### src/hdl/scte_pkg.sv
// Shared types and constants for the sprite column tile expander.
`default_nettype none
package scte_pkg;

   localparam int unsigned FLASH_BIT = 12;
   localparam int unsigned XFLIP_BIT = 13;
   localparam int unsigned YFLIP_BIT = 14;
   localparam int unsigned SIZE_LSB  = 9;
   localparam int unsigned COORD_W   = 9;
   localparam int unsigned POS_W     = 10;
   localparam int unsigned CODE_W    = 16;
   localparam int unsigned COLOUR_W  = 4;
   localparam int unsigned SLOT_W    = 3;
   localparam int unsigned COLOUR_LSB = 9;

   // x at or above this wraps to the negative side
   localparam logic [COORD_W-1:0] X_WRAP = 9'd320;

   // one decoded sprite, as handed from front to back
   typedef struct packed {
      logic [CODE_W-1:0]       base;
      logic [SLOT_W-1:0]       top;
      logic [COLOUR_W-1:0]     colour;
      logic                    flip_x;
      logic                    flip_y;
      logic                    code_up;
      logic signed [POS_W-1:0] x_pos;
      logic signed [POS_W-1:0] y_pos;
   } desc_type;

endpackage
`default_nettype wire

### src/hdl/scte_front.sv
// Front end: accepts sprite entries, drops flashing ones on odd frames, decodes the rest.
`default_nettype none
module scte_front (
   input  wire logic                 req_valid,
   output logic                      req_ready,
   input  wire logic [15:0]          req_attr_word,
   input  wire logic [15:0]          req_code_word,
   input  wire logic [15:0]          req_pos_word,
   input  wire logic                 req_frame_odd,
   output logic                      push_valid,
   input  wire logic                 push_ready,
   output scte_pkg::desc_type        push_desc
);

   logic                               drop;
   logic [1:0]                         size_log2;
   logic [scte_pkg::COORD_W-1:0]       x9;
   logic [scte_pkg::COORD_W-1:0]       y9;
   logic [scte_pkg::SLOT_W-1:0]        top;

   assign drop      = req_attr_word[scte_pkg::FLASH_BIT] & req_frame_odd;
   assign size_log2 = req_attr_word[scte_pkg::SIZE_LSB +: 2];
   assign x9        = req_pos_word[scte_pkg::COORD_W-1:0];
   assign y9        = req_attr_word[scte_pkg::COORD_W-1:0];

   always_comb begin
      unique case (size_log2)
         2'd0:    top = 3'd0;
         2'd1:    top = 3'd1;
         2'd2:    top = 3'd3;
         default: top = 3'd7;
      endcase
   end

   // dropped items are still taken, they just never reach the queue
   assign req_ready  = push_ready;
   assign push_valid = req_valid & ~drop;

   always_comb begin
      push_desc.base    = req_code_word & ~{13'd0, top};
      push_desc.top     = top;
      push_desc.colour  = req_pos_word[scte_pkg::COLOUR_LSB +: scte_pkg::COLOUR_W];
      push_desc.flip_x  = ~req_attr_word[scte_pkg::XFLIP_BIT];
      push_desc.flip_y  = ~req_attr_word[scte_pkg::YFLIP_BIT];
      push_desc.code_up = req_attr_word[scte_pkg::YFLIP_BIT];
      // minus 512 on a 10-bit field is just setting the top bit
      push_desc.x_pos   = {(x9 >= scte_pkg::X_WRAP), x9};
      push_desc.y_pos   = {y9[scte_pkg::COORD_W-1], y9};
   end

endmodule
`default_nettype wire

### src/hdl/scte_queue.sv
// Short FIFO of decoded sprites between front and back.
`default_nettype none
module scte_queue #(
   parameter int unsigned DEPTH = 2
) (
   input  wire logic                 clock,
   input  wire logic                 reset,
   input  wire logic                 push_valid,
   output logic                      push_ready,
   input  wire scte_pkg::desc_type   push_desc,
   output logic                      pop_valid,
   input  wire logic                 pop_ready,
   output scte_pkg::desc_type        pop_desc
);

   localparam int unsigned PTR_W = (DEPTH > 1) ? $clog2(DEPTH) : 1;
   localparam int unsigned CNT_W = $clog2(DEPTH + 1);

   scte_pkg::desc_type mem_ff [DEPTH];
   logic [PTR_W-1:0]   wr_ptr_ff, wr_ptr_in;
   logic [PTR_W-1:0]   rd_ptr_ff, rd_ptr_in;
   logic [CNT_W-1:0]   count_ff, count_in;
   logic               push, pop;

   assign push_ready = (count_ff != CNT_W'(DEPTH));
   assign pop_valid  = (count_ff != '0);
   assign push       = push_valid & push_ready;
   assign pop        = pop_valid & pop_ready;
   assign pop_desc   = mem_ff[rd_ptr_ff];

   always_comb begin
      wr_ptr_in = wr_ptr_ff;
      rd_ptr_in = rd_ptr_ff;
      count_in  = count_ff;
      if (push) begin
         wr_ptr_in = (wr_ptr_ff == PTR_W'(DEPTH - 1)) ? '0 : wr_ptr_ff + 1'b1;
      end
      if (pop) begin
         rd_ptr_in = (rd_ptr_ff == PTR_W'(DEPTH - 1)) ? '0 : rd_ptr_ff + 1'b1;
      end
      if (push && !pop) begin
         count_in = count_ff + 1'b1;
      end else if (pop && !push) begin
         count_in = count_ff - 1'b1;
      end
   end

   always_ff @(posedge clock) begin
      if (reset) begin
         wr_ptr_ff <= '0;
         rd_ptr_ff <= '0;
         count_ff  <= '0;
      end else begin
         wr_ptr_ff <= wr_ptr_in;
         rd_ptr_ff <= rd_ptr_in;
         count_ff  <= count_in;
      end
   end

   always_ff @(posedge clock) begin
      if (push) begin
         mem_ff[wr_ptr_ff] <= push_desc;
      end
   end

endmodule
`default_nettype wire

### src/hdl/scte_back.sv
// Back end: walks slots top down, registers one tile per cycle while the output is free.
`default_nettype none
module scte_back (
   input  wire logic                 clock,
   input  wire logic                 reset,
   input  wire logic                 pop_valid,
   output logic                      pop_ready,
   input  wire scte_pkg::desc_type   pop_desc,
   output logic                      rsp_valid,
   input  wire logic                 rsp_ready,
   output logic [15:0]               rsp_tile_code,
   output logic [3:0]                rsp_colour,
   output logic                      rsp_flip_x,
   output logic                      rsp_flip_y,
   output logic signed [9:0]         rsp_x_pos,
   output logic signed [9:0]         rsp_y_pos,
   output logic                      rsp_last
);

   scte_pkg::desc_type               desc_ff, desc_in;
   logic                             work_valid_ff, work_valid_in;
   logic [scte_pkg::SLOT_W-1:0]      slot_ff, slot_in;
   logic                             rsp_valid_ff, rsp_valid_in;
   logic [15:0]                      tile_code_ff;
   logic [3:0]                       colour_ff;
   logic                             flip_x_ff, flip_y_ff, last_ff;
   logic signed [9:0]                x_pos_ff, y_pos_ff;
   logic                             out_free, emit, done, load;
   logic [scte_pkg::SLOT_W-1:0]      code_off;
   logic [15:0]                      tile_code_in;
   logic signed [9:0]                y_pos_in;

   assign out_free  = ~rsp_valid_ff | rsp_ready;
   assign emit      = work_valid_ff & out_free;
   assign done      = emit & (slot_ff == '0);
   // next sprite loads as the current one finishes, so tiles run back to back
   assign pop_ready = ~work_valid_ff | done;
   assign load      = pop_valid & pop_ready;

   assign code_off     = desc_ff.code_up ? slot_ff : (desc_ff.top - slot_ff);
   assign tile_code_in = desc_ff.base + {13'd0, code_off};
   assign y_pos_in     = desc_ff.y_pos + $signed({3'd0, slot_ff, 4'd0});

   always_comb begin
      desc_in       = desc_ff;
      slot_in       = slot_ff;
      work_valid_in = work_valid_ff;
      if (load) begin
         desc_in       = pop_desc;
         slot_in       = pop_desc.top;
         work_valid_in = 1'b1;
      end else if (done) begin
         work_valid_in = 1'b0;
      end else if (emit) begin
         slot_in = slot_ff - 1'b1;
      end
      rsp_valid_in = emit | (rsp_valid_ff & ~rsp_ready);
   end

   always_ff @(posedge clock) begin
      if (reset) begin
         work_valid_ff <= 1'b0;
         rsp_valid_ff  <= 1'b0;
      end else begin
         work_valid_ff <= work_valid_in;
         rsp_valid_ff  <= rsp_valid_in;
      end
   end

   always_ff @(posedge clock) begin
      desc_ff <= desc_in;
      slot_ff <= slot_in;
      if (emit) begin
         tile_code_ff <= tile_code_in;
         colour_ff    <= desc_ff.colour;
         flip_x_ff    <= desc_ff.flip_x;
         flip_y_ff    <= desc_ff.flip_y;
         x_pos_ff     <= desc_ff.x_pos;
         y_pos_ff     <= y_pos_in;
         last_ff      <= (slot_ff == '0);
      end
   end

   assign rsp_valid     = rsp_valid_ff;
   assign rsp_tile_code = tile_code_ff;
   assign rsp_colour    = colour_ff;
   assign rsp_flip_x    = flip_x_ff;
   assign rsp_flip_y    = flip_y_ff;
   assign rsp_x_pos     = x_pos_ff;
   assign rsp_y_pos     = y_pos_ff;
   assign rsp_last      = last_ff;

endmodule
`default_nettype wire

### src/hdl/sprite_column_tile_expander.sv
// Top level of the sprite column tile expander: front, queue and back wired together.
//
//   channel  direction  handshake            payload
//   req_     in         req_valid/req_ready  attr_word, code_word, pos_word, frame_odd
//   rsp_     out        rsp_valid/rsp_ready  tile_code, colour, flip_x/y, x/y_pos, last
//
// A sprite of height 1, 2, 4 or 8 tiles is walked by the back end one tile per cycle,
// while rsp_ready does not stall it; the slot counter in the back end sets the rate.
// An accepted item passes the queue and desc_ff before its first tile is registered out.
// A flashing item on an odd frame is accepted once the queue has room and yields no tile.
// Synchronous reset clears the queue and all valid flags; no clearing pass.
// A stalled rsp_ready holds the output; the queue lets req_ already take QUEUE_DEPTH more.
`default_nettype none
module sprite_column_tile_expander #(
   parameter int unsigned QUEUE_DEPTH = 2
) (
   input  wire logic          clock,
   input  wire logic          reset,
   input  wire logic          req_valid,
   output logic               req_ready,
   input  wire logic [15:0]   req_attr_word,
   input  wire logic [15:0]   req_code_word,
   input  wire logic [15:0]   req_pos_word,
   input  wire logic          req_frame_odd,
   output logic               rsp_valid,
   input  wire logic          rsp_ready,
   output logic [15:0]        rsp_tile_code,
   output logic [3:0]         rsp_colour,
   output logic               rsp_flip_x,
   output logic               rsp_flip_y,
   output logic signed [9:0]  rsp_x_pos,
   output logic signed [9:0]  rsp_y_pos,
   output logic               rsp_last
);

   logic               push_valid, push_ready;
   logic               pop_valid, pop_ready;
   scte_pkg::desc_type push_desc, pop_desc;

   scte_front u_front (
      .req_valid     (req_valid),
      .req_ready     (req_ready),
      .req_attr_word (req_attr_word),
      .req_code_word (req_code_word),
      .req_pos_word  (req_pos_word),
      .req_frame_odd (req_frame_odd),
      .push_valid    (push_valid),
      .push_ready    (push_ready),
      .push_desc     (push_desc)
   );

   scte_queue #(
      .DEPTH (QUEUE_DEPTH)
   ) u_queue (
      .clock      (clock),
      .reset      (reset),
      .push_valid (push_valid),
      .push_ready (push_ready),
      .push_desc  (push_desc),
      .pop_valid  (pop_valid),
      .pop_ready  (pop_ready),
      .pop_desc   (pop_desc)
   );

   scte_back u_back (
      .clock         (clock),
      .reset         (reset),
      .pop_valid     (pop_valid),
      .pop_ready     (pop_ready),
      .pop_desc      (pop_desc),
      .rsp_valid     (rsp_valid),
      .rsp_ready     (rsp_ready),
      .rsp_tile_code (rsp_tile_code),
      .rsp_colour    (rsp_colour),
      .rsp_flip_x    (rsp_flip_x),
      .rsp_flip_y    (rsp_flip_y),
      .rsp_x_pos     (rsp_x_pos),
      .rsp_y_pos     (rsp_y_pos),
      .rsp_last      (rsp_last)
   );

endmodule
`default_nettype wire

### config.mk
export PLATFORM = sky130hd
export DESIGN_NAME = sprite_column_tile_expander
export DESIGN_NICKNAME = d
export VERILOG_FILES = /design/src/hdl/scte_pkg.sv /design/src/hdl/scte_front.sv /design/src/hdl/scte_queue.sv /design/src/hdl/scte_back.sv /design/src/hdl/sprite_column_tile_expander.sv
export SDC_FILE = /design/constraint.sdc
export NUM_CORES = 1
export LEC_CHECK = 0
export BUFFER_PORTS_ARGS = -buffer_cell sky130_fd_sc_hd__clkbuf_2
export CORE_MARGIN = 4
export CORE_UTILIZATION = 45
export DETAILED_ROUTE_END_ITERATION = 10
export GPL_ROUTABILITY_DRIVEN = 0
export PLACE_DENSITY = 0.69
export SETUP_SLACK_MARGIN = 0.1
export SLEW_MARGIN = 20
export SYNTH_ARGS = -nofsm -noshare
export SYNTH_HDL_FRONTEND = slang
export SYNTH_SLANG_ARGS = --single-unit
### constraint.sdc
create_clock -name clock -period 3.93 [get_ports clock]
set_input_delay 0.786 -clock clock [delete_from_list [all_inputs] [get_ports clock]]
set_output_delay 0.786 -clock clock [all_outputs]
set_load 0.02 [all_outputs]
==> flow_summary.yaml, run 1 <==
outcome:
  status: "finished, final reports clean"
setup_path:
  crit_top_cell: "ha_1"
  cp_max_fo: 7
  critPathSlowestCell: "edfxtp_1"
  cp.required_ns: 4.09
  cp-end-kind: "flip-flop"
  start_kind: "flip-flop"
  slowest_delay_ns: 0.45
  crit_chain: "ha_1, inv_1, fa_1, mux2_2, ha_1, a21o_1, a21oi_2, nor3_1, xor2_1"
  crit_type: "flip-flop to flip-flop"
  arrival_ns: 3.02
die:
  core_area_um2: 15200
  die-area_um2: 17600
  start_util: 0.460
  die_w_um: 133
  die_h_um: 133
  fp-row-count: 45
  io_pins: 98
run:
  max_cap_violations: 0
clock_network:
  root_buffer: "clkbuf_16"
  cts_buffer_depth: 2
  tritoncts: "done"
  clkTransAtPathRegs_ns: 0.06
  cts_hold_repair.buffers: 0
  htreeDepth: 4
  numClockSinks: 188
  cts_buffers: 17
  clkLatencyLatePin_ns: 0.42
  cts_setup_buffers: 0
  cts_resized: 0
global_route:
  grt_pass1_wl_um: 17700
  first_global_vias: 3561
  antenna_found_initial: 0
  grt.total_usage: 0.132
  grt_overflow: 0
  grt_max_degree: 46
timing:
  slew_violations: 0
  skew_ns: 0.00588
  post-route-period-util: 0.727
  clock.fmax_ghz: 0.350
  rsz0062_at_grt: "no"
  tightestPinTransition_ns: 1.03
  final.min_clock_period_ns: 2.86
  tns_ns: 0
  slew_headroom: 0.311
  setup_viol: 0
  setup_slack_ns: 1.07
  hold_viol: 0
place:
  pre_cts_slack_ns: 1.10
  placed_cell_area_um2: 7710
  hpwlAfterDp_um: 7040
  io_buffers: 92
route:
  drt.antenna.violating_nets: 0
  drtIter0Drc: 132
  vias: 3257
  drc: 0
  drt-pass1-iter-count: 4
  avgViaCountPerCell: 4.83
  wire_per_inst_um: 16.1
  wirelength_um: 10900
synthesis:
  yosysWarnings: 0
  yosysTopAreaCell: "edfxtp_1"
  avgSynthCellArea_um2: 19.2
  synth_ff_type: "edfxtp_1"
  synthCells: 365
  yosysUniqueCellTypes: 35
  synth-seq-cells: 188
  synth_common_cells: "181 x edfxtp_1, 46 x mux2_2, 18 x inv_1"
  synth_most_common_cell: "edfxtp_1"
  netlist.area_leader.share: 0.777
  syn_nets: 431
  synth.area.top_cells: "edfxtp_1 78%, mux2_2 7.4%, dfxtp_1 2.0%, ha_1 1.8%, xor2_1 1.5%"
  synth-edff-count: 181
  ys_seq_area_frac: 0.797
  synth-async-reset-ratio: 0
  netlist_area_um2: 7000
finish:
  postLayoutCellArea_um2: 8270
  antenna_cells: 0
  nets: 541
  layout-drive-gt1-share: 0.378
  area_delta_synth_final_pct: 18.2
power_and_ir_drop:
  peakVddDrop_uv: 383
  powerDensity_nw_per_um2: 796
  design_power_total_uw: 6580
  p_leak_uw: 0.00305
hold_path:
  hp-class: "flip-flop to flip-flop"
-- state kept, by name, indices dropped and copies added (netlist names), 2 cells and up, named ones only --
| name | cells |
|---|---|
| u_queue.count_ff | 2 |
| u_back.desc_ff | 45 |
| u_queue.mem_ff | 90 |
| u_back.rsp_y_pos | 10 |
| u_back.rsp_x_pos | 10 |
| u_back.slot_ff | 3 |
| u_back.rsp_colour | 4 |
| u_back.rsp_tile_code | 16 |
-- final timing paths --
path | start | end | slack [ns] | depth (start not counted)
worst min-delay path | u_back.desc_ff[26] | u_back.rsp_colour[3] | 0.42 | 0
worst max-delay path | u_back.slot_ff[0] | u_back.rsp_tile_code[13] | 1.07 | 9
worst min register to register | u_back.desc_ff[26] | u_back.rsp_colour[3] | 0.42 | 0
worst max register to register | u_back.slot_ff[0] | u_back.rsp_tile_code[13] | 1.07 | 9
-- per-layer routing --
layer  up-vias  share of wire  GRT usage
met5         -              0          0
met4         0          0.016     0.0554
met3        14          0.052     0.0475
met2        67           0.52      0.231
met1      1588           0.41      0.146
li1       1588              -          -
-- layout make-up --
type                       count  area [um2]
fill                        1209        6930
sequential                   188        5580
multi-input combinational    153        1340
timing repair buffer          97         498
clock buffer                  19         433
tap                          188         235
clock inverter                12         124
inverter                      18        67.6
-- kinds of logic (layout without fill, tap and decap cells) --
logic type,Yosys count,count (layout),synth area share
fa+ha+maj,13,13,0.0265
mux,47,47,0.0755
simple gates,50,50,0.0418
buf+inv,24,146,0.0136
xor+xnor,23,23,0.0288
compound gates,20,20,0.0170
flops,188,188,0.797
-- placed cells by master (no fill, tap or decap), types with 2 or more instances in the layout --
master	synthesis	routed
clkinv_2	0	4
o21ai_0	4	4
fa_1	3	3
and2_2	0	2
inv_1	18	17
clkbuf_2	0	92
edfxtp_1	181	181
or3_1	2	2
nor2_1	11	11
nand2_1	9	9
a21o_1	3	3
and3_1	3	3
clkbuf_1	2	2
nor2b_1	5	4
mux2_2	46	46
dfxtp_1	7	6
buf_4	0	5
nand2b_1	3	3
xor2_1	12	12
ha_1	10	10
bufinv_16	0	2
clkinvlp_4	0	3
nor3_1	4	4
xnor2_1	11	11
clkbuf_16	0	17
nand3_1	2	2
a21oi_1	8	8
o21a_1	2	2
-- worst max-delay path, delay by kind of cell, from the launching register on --
family / cells / cell delay, ns
xor gates and xnor gates: 1 / 0.16
DFF: 1 / 0.45
and+or+nand+nor: 1 / 0.13
buffers and inverters: 1 / 0.06
muxes: 1 / 0.30
AOI/OAI and AO/OA: 2 / 0.59
adders and majority gates: 3 / 0.91
-- where the power goes --
group	total, uW	internal [uW]	switching (uW)
registers	3240	3000	247
logic	1720	663	1060
clock network	1610	928	686
total	6580	4590	1990
-- through the flow --
step	hold slack (ns)	utilization	cells
5_1_grt	0.429	0.544	675
2_1_floorplan	0.400	-	365
6_report	0.418	0.544	675
3_5_place_dp	0.407	0.507	644
3_3_place_gp	0.403	0.507	644
4_1_cts	0.418	0.544	675
Note: power is estimated with default switching activity, not from simulation.
==> run 2, diff against run 1 <==
--- a/config.mk
+++ b/config.mk
@@ -5,6 +5,7 @@
 export SDC_FILE = /design/constraint.sdc
 export NUM_CORES = 1
 export LEC_CHECK = 0
+export ABC_AREA = 1
 export BUFFER_PORTS_ARGS = -buffer_cell sky130_fd_sc_hd__clkbuf_2
 export CORE_MARGIN = 4
 export CORE_UTILIZATION = 45
==> constraint.sdc (replaced) <==
create_clock -name clock -period 2.8 [get_ports clock]
set_input_delay 0.56 -clock clock [delete_from_list [all_inputs] [get_ports clock]]
set_output_delay 0.56 -clock clock [all_outputs]
set_load 0.02 [all_outputs]
==> flow_summary.yaml, run 2 <==
route:
  avgViaCountPerCell: 4.68
  drtIter0Drc: 219
  wire_per_inst_um: 14.3
  drt.antenna.violating_nets: 0
  drc: 0
  wirelength_um: 12300
  drt-pass1-iter-count: 4
  vias: 4023
setup_path:
  arrival_ns: 2.75
  cp.required_ns: 2.98
  crit_chain: "inv_1, ha_2, inv_2, fa_2, inv_1, o21ai_2, inv_2, fa_2, inv_2, nand2_2, nand2_4, nand2_4, inv_2, nand2_1, nand2_1, nand2_1"
  slowest_delay_ns: 0.51
  crit_top_cell: "inv_2"
  crit_type: "flip-flop to flip-flop"
  cp-end-kind: "flip-flop"
  critPathSlowestCell: "fa_2"
  start_kind: "flip-flop"
  cp_max_fo: 4
  ff2ff_setup_slack_ns: 0.23
synthesis:
  synth_common_cells: "191 x nand2_1, 181 x edfxtp_1, 41 x inv_1"
  synth_ff_type: "edfxtp_1"
  synth.area.top_cells: "edfxtp_1 76%, nand2_1 10%, inv_1 2.2%, dfxtp_1 2.0%, ha_1 1.8%"
  yosysUniqueCellTypes: 25
  synth-edff-count: 181
  ys_seq_area_frac: 0.780
  synthCells: 524
  yosysTopAreaCell: "edfxtp_1"
  yosysWarnings: 0
  avgSynthCellArea_um2: 13.6
  netlist.area_leader.share: 0.761
  netlist_area_um2: 7140
  synth-async-reset-ratio: 0
  synth_most_common_cell: "nand2_1"
  syn_nets: 590
  synth-seq-cells: 188
global_route:
  grt_overflow: 0
  grt_pass1_wl_um: 19700
  antenna_found_initial: 0
  first_global_vias: 4069
  grt.total_usage: 0.143
  grt_max_degree: 47
die:
  core_area_um2: 15400
  start_util: 0.465
  die_h_um: 134
  die-area_um2: 18000
  die_w_um: 134
  fp-row-count: 45
  io_pins: 98
finish:
  area_delta_synth_final_pct: 21.2
  stdcell_count: 859
  antenna_cells: 0
  multi_input_area_um2: 1420
  regMostFlops: "u_queue.mem_ff"
  largest_reg_flops: 90
  layout-drive-gt1-share: 0.258
  nets: 701
  nFillCells: 1232
  postLayoutCellArea_um2: 8660
  post-route-util: 0.563
  final_common_cell: "nand2_1"
  final_cell_mix: "186 x nand2_1, 181 x edfxtp_1, 92 x clkbuf_2, 36 x inv_1"
  seq_area_um2: 5580
clock_network:
  root_buffer: "clkbuf_16"
  clkTransAtPathRegs_ns: 0.07
  htreeDepth: 4
  clkLatencyLatePin_ns: 0.42
  cts_buffers: 17
  tritoncts: "done"
  cts_buffer_depth: 2
  numClockSinks: 188
  cts_hold_repair.buffers: 0
run:
  max_cap_violations: 0
timing:
  hold_viol: 0
  tightestPinTransition_ns: 0.808
  rsz0062_at_grt: "yes"
  setup_viol: 0
  post-route-period-util: 0.918
  tns_ns: 0
  skew_ns: 0.00842
  slew_headroom: 0.461
  final.min_clock_period_ns: 2.57
  slew_violations: 0
  clock.fmax_ghz: 0.389
power_and_ir_drop:
  design_power_total_uw: 10500
  powerDensity_nw_per_um2: 1220
  peakVddDrop_uv: 615
  p_leak_uw: 0.00353
place:
  placed_cell_area_um2: 7920
  hpwlAfterDp_um: 7820
  io_buffers: 92
  place_inst: 824
outcome:
  status: "finished, final reports clean"
hold_path:
  hp-class: "input pin to flip-flop"
## run 2: cell count changes after synthesis, moves of 4 or more
cell	delta
nor2_1	+10
inv_1	+23
o21ai_0	+4
mux2_2	-46
nor2b_1	-5
nand2_1	+182
nand3_1	+9
xnor2_1	-6
nand2_2	+4
## run 2: worst max-delay path: cells and delay by family, from the launching register on
family / cells / cell delay (ns)
simple gates: 6 / 0.38
buf+inv: 6 / 0.33
flops: 1 / 0.36
fa+ha+maj: 3 / 1.09
compound gates: 1 / 0.18
## run 2: area by class of cell
class / count / share of cell area
Tap cell: 211 / 0.0305
Clock inverter: 15 / 0.0282
Multi-Input combinational cell: 282 / 0.164
Sequential cell: 188 / 0.644
Timing Repair Buffer: 102 / 0.0648
Inverter: 44 / 0.0191
Clock buffer: 17 / 0.0491
## run 2: path summary, 6_finish.rpt
path	startpoint	end	cells after the start
worst max-delay path	u_back.desc_ff[27]	u_back.rsp_tile_code[14]	16
worst min-delay path	req_code_word[10]	u_queue.mem_ff[0][40]	1
worst max register to register	u_back.desc_ff[27]	u_back.rsp_tile_code[14]	16
worst min register to register	u_back.desc_ff[17]	u_back.rsp_x_pos[7]	0
## run 2: layer usage
| metal | global-route usage | vias to the layer above | routed length [um] |
|---|---|---|---|
| met2 | 0.257 | 103 | 6400 |
| met4 | 0.0554 | 0 | 217 |
| met5 | 0 | - | 0 |
| li1 | - | 1992 | - |
| met1 | 0.159 | 1910 | 5020 |
| met3 | 0.0413 | 18 | 615 |
## run 2: repair_timing
| item | in CTS | in global routing |
|---|---|---|
| setup endpoints to repair | 4 | 10 |
| gates cloned | 0 | 0 |
| pin swaps | 0 | 13 |
| buffers inserted | 0 | 3 |
| gates resized for setup | 1 | 21 |
## run 2: where the power goes
part | total, uW | switching [uW] | internal [uW]
Clock | 2670 | 991 | 1670
Combinational | 3170 | 2130 | 1030
Sequential | 4710 | 361 | 4350
## run 2: cell families after synthesis
family,share of synthesized area
DFF,0.780
and+or+nand+nor,0.135
AOI/OAI and AO/OA,0.0119
buffers and inverters,0.0292
adders and majority gates,0.0259
xor gates and xnor gates,0.0172
## run 2: stage by stage
step,worst slack (ns),hold slack [ns]
4_1_cts,0.128,0.305
3_3_place_gp,0.138,0.403
3_5_place_dp,0.0360,0.405
6_report,0.229,0.328
2_1_floorplan,0.335,0.400
5_1_grt,0.0544,0.310
